File: config.mk
export PLATFORM = sky130hd
export DESIGN_NAME = mmst_ram
export DESIGN_NICKNAME = d
export VERILOG_FILES = /design/src/design/mmst_ram.sv
export SDC_FILE = /design/constraint.sdc
export NUM_CORES = 1
export LEC_CHECK = 0
export BUFFER_PORTS_ARGS = -buffer_cell sky130_fd_sc_hd__buf_2
export CAP_MARGIN = 20
export CORE_ASPECT_RATIO = 0.9
export CORE_MARGIN = 2
export CORE_UTILIZATION = 45
export CTS_BUF_LIST = sky130_fd_sc_hd__clkbuf_2
export CTS_CLUSTER_DIAMETER = 120
export CTS_CLUSTER_SIZE = 12
export DETAILED_ROUTE_END_ITERATION = 16
export GPL_TIMING_DRIVEN = 0
export REMOVE_ABC_BUFFERS = 1
export SLEW_MARGIN = 20
export SYNTH_ARGS = -nofsm -noshare
export SYNTH_HDL_FRONTEND = slang
export SYNTH_SLANG_ARGS = --single-unit
File: constraint.sdc
create_clock -name i_clk -period 2.05 [get_ports i_clk]
set_input_delay 0.205 -clock i_clk [delete_from_list [all_inputs] [get_ports i_clk]]
set_output_delay 0.205 -clock i_clk [all_outputs]
set_load 0.01 [all_outputs]
File: src/design/mmst_ram.sv
module mmst_ram #(
    parameter int WIDTH = 8,
    parameter int DEPTH = 16,
    parameter int AW    = 4
) (
    input  logic             i_clk,
    input  logic             i_we,
    input  logic [AW-1:0]    i_waddr,
    input  logic [WIDTH-1:0] i_wdata,
    input  logic [AW-1:0]    i_raddr,
    output logic [WIDTH-1:0] o_rdata
);

    logic [WIDTH-1:0] r_mem [DEPTH];

    // write port
    always_ff @(posedge i_clk) begin
        if (i_we) begin
            r_mem[i_waddr] <= i_wdata;
        end
    end

    // registered read port
    always_ff @(posedge i_clk) begin
        o_rdata <= r_mem[i_raddr];
    end

endmodule

==> results of run 1 <==
[sequential cells by signal, summed over array words and instances, names as in the netlist]
| register | cells |
|---|---|
| o_rdata | 8 |
| r_mem | 128 |
[timing repair]
action	CTS	global route
gates resized for setup	0	0
hold endpoints to repair	137	0
hold buffers	11	0
[metrics by stage]
step                utilization (%)  setup WS, ns
floorplan                         -         0.352
global placement               47.6        -0.425
detailed placement             48.0        -0.335
CTS                            50.9         0.400
global route                   50.9         0.427
finish                         50.9         0.405
[placed cells by master, fill, tap and decap left out]
| master | n |
|---|---|
| clkbuf_2 | 20 |
| mux4_2 | 18 |
| nand2b_1 | 2 |
| nor2_1 | 13 |
| nand2_1 | 9 |
| or3b_2 | 1 |
| mux4_1 | 14 |
| dfxtp_1 | 8 |
| and2b_1 | 1 |
| edfxtp_1 | 128 |
| bufinv_16 | 2 |
| clkinv_1 | 4 |
| dlygate4sd3_1 | 11 |
| buf_4 | 4 |
| buf_2 | 24 |
| nor3_2 | 4 |
| a22oi_1 | 16 |
| nor2b_1 | 1 |
| nand3_1 | 1 |
| nand3b_1 | 2 |
| clkinvlp_4 | 2 |
| clkinv_2 | 4 |
| and2_1 | 1 |
[per-layer routing]
layer / routed length, µm / GRT usage, % / part of all wire [%] / up-vias
met4: 109 / 5.88 / 1.2 / 0
met3: 594 / 4.83 / 6.3 / 9
li1: - / - / - / 1066
met5: 0 / 0 / 0 / -
met1: 4070 / 25.1 / 43 / 1233
met2: 4690 / 25.5 / 50 / 79
[final timing paths]
check,start,endpoint,slack (ns),depth (start not counted)
max,i_waddr[1],r_mem[1][3],0.40,4
min,i_waddr[2],r_mem[0][5],0.1,3
max reg2reg,r_mem[1][5],o_rdata[5],0.57,3
min reg2reg,r_mem[14][4],o_rdata[4],0.67,3
[power by group through the flow]
stage / registers, µW / clock network (µW) / logic [µW]
after floorplan: 3190 / 0 / 125
final: 3120 / 1420 / 292
after CTS: 3120 / 1460 / 298
after global placement: 3180 / 0 / 275
after global routing: 3130 / 1590 / 322
after detailed placement: 3180 / 0 / 282
[cell families (layout without fill, tap and decap cells)]
logic type | after synthesis | after routing | synth area share [%]
flip-flops | 136 | 136 | 77.8
AND/OR/NAND/NOR | 35 | 35 | 3.18
multiplexers | 32 | 32 | 15.0
AO/OA/AOI/OAI | 16 | 16 | 2.33
buffers and inverters | 10 | 71 | 1.68
[critical path: stages]
cell and delay, ns:
dlygate4sd3_1 0.53, buf_2 0.17, nand2b_1 0.20, nor2_1 0.78
[area by class of cell]
cell class | instances | area, µm² | share of cell area, %
sequential | 136 | 4000 | 69.7
clock buffer | 20 | 100 | 1.74
tap | 156 | 195 | 3.40
clock inverter | 12 | 110 | 1.92
multi-input combinational | 83 | 1080 | 18.7
timing repair buffer | 39 | 260 | 4.53
==> impl_metrics.yaml, run 1 <==
worst_setup_path:
  arrival_ns: 1.90
  critPathKind: "in2reg"
  worstPathRequired_ns: 2.31
  worst-path-max-fanout: 8
  worstSetupStartpointType: "input pin"
  crit_path_end_kind: "flop"
synthesis:
  synth.largest_area_cell: "edfxtp_1"
  synth.distinct_cells: 19
  yosys-top-cells-area: "edfxtp_1, mux4_2, mux4_1"
  synth-edff-count: 128
  netlist_instances: 229
  syn_area_per_cell_um2: 22.5
  async_flop_share_pct: 0
  synthTopCellsByCount: "edfxtp_1, mux4_2, a22oi_1"
  ys.flop_type: "edfxtp_1"
  ys_ff_latch: 136
  synth_top_area_share_pct: 74.7
  yosysWarnings: 0
  ys_seq_area_share_pct: 77.8
  synth_most_common_cell: "edfxtp_1"
  syn_area_mm2: 0.00515
clock_tree:
  root_buffer: "clkbuf_2"
  clk_latency_ns: 0.64
  cts_tree: "done"
  path_clk_slew_ns: 0.18
  cts_made_buffers: 17
  clock_sinks: 136
  htreeDepth: 4
  clockBufferDepth: 2
  post-cts-setup-buffer-count: 0
placement:
  dp_cells: 403
  dpl-instance-area_mm2: 0.00542
  port-buffer-count: 25
  hpwlAfterDp_um: 5650
  gp_routability_congestion: 0.680
hold_path:
  hold_class: "in2reg"
cells_and_area:
  finalInstanceArea_mm2: 0.00575
  nets: 295
  fin_cells: 446
  final_layout_size_suffix_gt1_share_pct: 27.2
  area_growth_pct: 11.6
  antenna_cells: 0
  fillers: 942
sta:
  rsz0062_at_grt: "no"
  holdWs_ns: 0.0975
  skew_ns: 0.0299
  setup_viol: 0
  setup_tns_ns: 0
  period_needed_ns: 1.65
  slew_headroom_pct: 33.3
  fmax_mhz: 608
  worst_pin_slew_ns: 0.996
  fin_crit_sh_pct: 80.2
  finalHoldViolCount: 0
  final_max_slew_viol_count: 0
route:
  ant_nets: 0
  vias: 2387
  drt-pass1-iter-count: 4
  via_per_inst: 5.35
  routedWlPerCell_um: 21.2
  drc: 0
  drt-initial-drc-count: 259
  routed_wl_um: 9470
floorplanning:
  coreArea_mm2: 0.0113
  die_h_um: 105
  pin_count: 26
  die_w_um: 117
  num_rows: 37
  die-area_mm2: 0.0123
  initial_core_util_pct: 45.6
power:
  pwr-share-clk_pct: 29.4
  power_density_mw_per_mm2: 841
  p_seq_share_pct: 64.5
  combPwrFrac_pct: 6.0
  peakVddDrop_mv: 0.435
  p_switching_uw: 1060
  p_leak_uw: 0.00190
  intPower_uw: 3780
  p_total_uw: 4830
  swShare_pct: 21.8
grt:
  grt_pass1_vias: 2450
  grt_max_degree: 33
  grt_usage_pct: 17.3
  antenna_found_initial: 0
  grt.overflow.total: 0
  grt_pass1_wl_um: 14800
status:
  outcome: "finished, final reports clean"
job:
  drv_cap: 0
(Power assumes the default switching activity.)
==> inputs of run 2 (changes only) <==
clock period = 1.7 ns   (was 2.05 ns; I/O delays follow)
==> run 2 against run 1 <==
- hold slack improved by 0.0015 ns
- routed wire length barely moved
- via count barely moved
- combinational power increased by 21%
- total power grew 21%
- worst setup slack worse by 0.30 ns
- cell count is 0.45% higher
- critical path depth unchanged
==> impl_metrics.yaml, run 2 (synthesis results as in run 1) <==
worst_setup_path:
  worstSetupStartpointType: "input pin"
  crit_buf_inv: 2
  worst-path-max-fanout: 8
  worstPathRequired_ns: 1.95
  reg2reg_depth: 3
  crit_path_end_kind: "flop"
  critPathKind: "in2reg"
  cp_cell_sequence: "dlygate4sd3_1, buf_2, nand2b_1, nor2_1"
  arrival_ns: 1.85
  cp_slowest_cell: "nor2_1"
  cp_top_family: "simple AND/OR/NAND/NOR gates"
  path_depth: 4
  max_stage_delay_ns: 0.76
placement:
  port-buffer-count: 25
  gp_routability_congestion: 0.680
  dp_cells: 403
  hpwlAfterDp_um: 5650
grt:
  grt_usage_pct: 17.3
  antenna_found_initial: 0
  grt_pass1_vias: 2458
  grt_pass1_wl_um: 14800
  grt_max_degree: 33
  grt.overflow.total: 0
status:
  outcome: "finished, final reports clean"
clock_tree:
  path_clk_slew_ns: 0.19
  root_buffer: "clkbuf_2"
  post-cts-setup-buffer-count: 0
  post_cts_resized: 0
  cts_made_buffers: 17
  clock_sinks: 136
  cts_tree: "done"
  ctsHoldBuffers: 13
  clk_latency_ns: 0.63
  htreeDepth: 4
  clockBufferDepth: 2
cells_and_area:
  fin_cells: 448
  area_growth_pct: 12.0
  final_cell_mix: "edfxtp_1, buf_2, clkbuf_2, mux4_2, a22oi_1"
  nets: 297
  mostFrequentLayoutCell: "edfxtp_1"
  top_regs: "r_mem x128, o_rdata x8"
  largest_reg_flops: 128
  antenna_cells: 0
  final_layout_size_suffix_gt1_share_pct: 27.1
  largest_register: "r_mem"
  fin_util_pct: 51.1
power:
  power_density_mw_per_mm2: 1010
  pwr-share-clk_pct: 29.4
  combPwrFrac_pct: 6.1
  intPower_uw: 4550
  peakVddDrop_mv: 0.522
  p_seq_share_pct: 64.6
  p_total_uw: 5820
  p_switching_uw: 1270
  swShare_pct: 21.8
  p_leak_uw: 0.00191
job:
  drv_cap: 0
sta:
  period_needed_ns: 1.59
  setup_viol: 0
  finalHoldViolCount: 0
  slew_headroom_pct: 35.1
  fin_crit_sh_pct: 93.8
  skew_ns: 0.0305
  worst_pin_slew_ns: 0.969
  rsz0062_at_grt: "no"
  final_max_slew_viol_count: 0
  fmax_mhz: 627
route:
  routedWlPerCell_um: 21.1
  drt-pass1-iter-count: 4
  vias: 2385
  routed_wl_um: 9460
  ant_nets: 0
  drc: 0
  drt-initial-drc-count: 242
  via_per_inst: 5.32
floorplanning:
  coreArea_mm2: 0.0113
  initial_core_util_pct: 45.6
  pin_count: 26
  num_rows: 37
  die_h_um: 105
  die-area_mm2: 0.0123
  die_w_um: 117
hold_path:
  hold_class: "in2reg"
  hold_path_depth: 4
==> run 2: cell types whose count changed in the layout (fill, tap and decap cells not counted) <==
cell / before / now
dlygate4sd3_1: 11 / 13
==> run 2: per-layer routing <==
metal	up-vias	share of wire [%]	GRT usage, %	wire length, µm
li1	1070	-	-	-
met1	1240	44	25.0	4150
met2	71	50	25.7	4760
met3	4	5.2	4.83	488
met4	0	0.61	5.88	58
met5	-	0	0	0
==> run 2: worst min-delay path, delay by kind of cell <==
kind	cells	cell delay, ns
compound gates	1	0.21
simple gates	2	0.22
buf+inv	1	0.10
==> run 2: path summary, 6_finish.rpt <==
kind	endpoint	slack, ns	startpoint
min reg2reg	o_rdata[4]	0.67	r_mem[14][4]
max	r_mem[1][3]	0.11	i_waddr[1]
max reg2reg	o_rdata[5]	0.22	r_mem[1][5]
min	o_rdata[2]	0.1	i_raddr[3]
==> run 2: cell type report <==
cell class / count / area (µm²)
Timing Repair Buffer: 41 / 280
Sequential cell: 136 / 4000
Clock buffer: 20 / 100
Fill cell: 941 / 5530
Clock inverter: 12 / 110
Tap cell: 156 / 195
Multi-Input combinational cell: 83 / 1080
==> run 2: stage by stage <==
stage | instance area [µm²] | setup TNS [ns] | hold slack [ns] | setup slack, ns
detailed placement | 5420 | -10.67 | 0.564 | -0.650
global placement | 5380 | -24.18 | 0.562 | -0.740
global route | 5770 | 0 | 0.0300 | 0.112
floorplan | 5060 | 0 | 0.269 | 0.0371
finish | 5770 | 0 | 0.0990 | 0.105
CTS | 5760 | 0 | 0.0456 | 0.0852
==> run 2: power by group through the flow <==
stage / registers, µW / logic (µW) / clock network [µW]
global placement: 3830 / 331 / 0
CTS: 3760 / 361 / 1760
finish: 3760 / 353 / 1710
detailed placement: 3840 / 340 / 0
global route: 3770 / 390 / 1920
floorplan: 3840 / 150 / 0
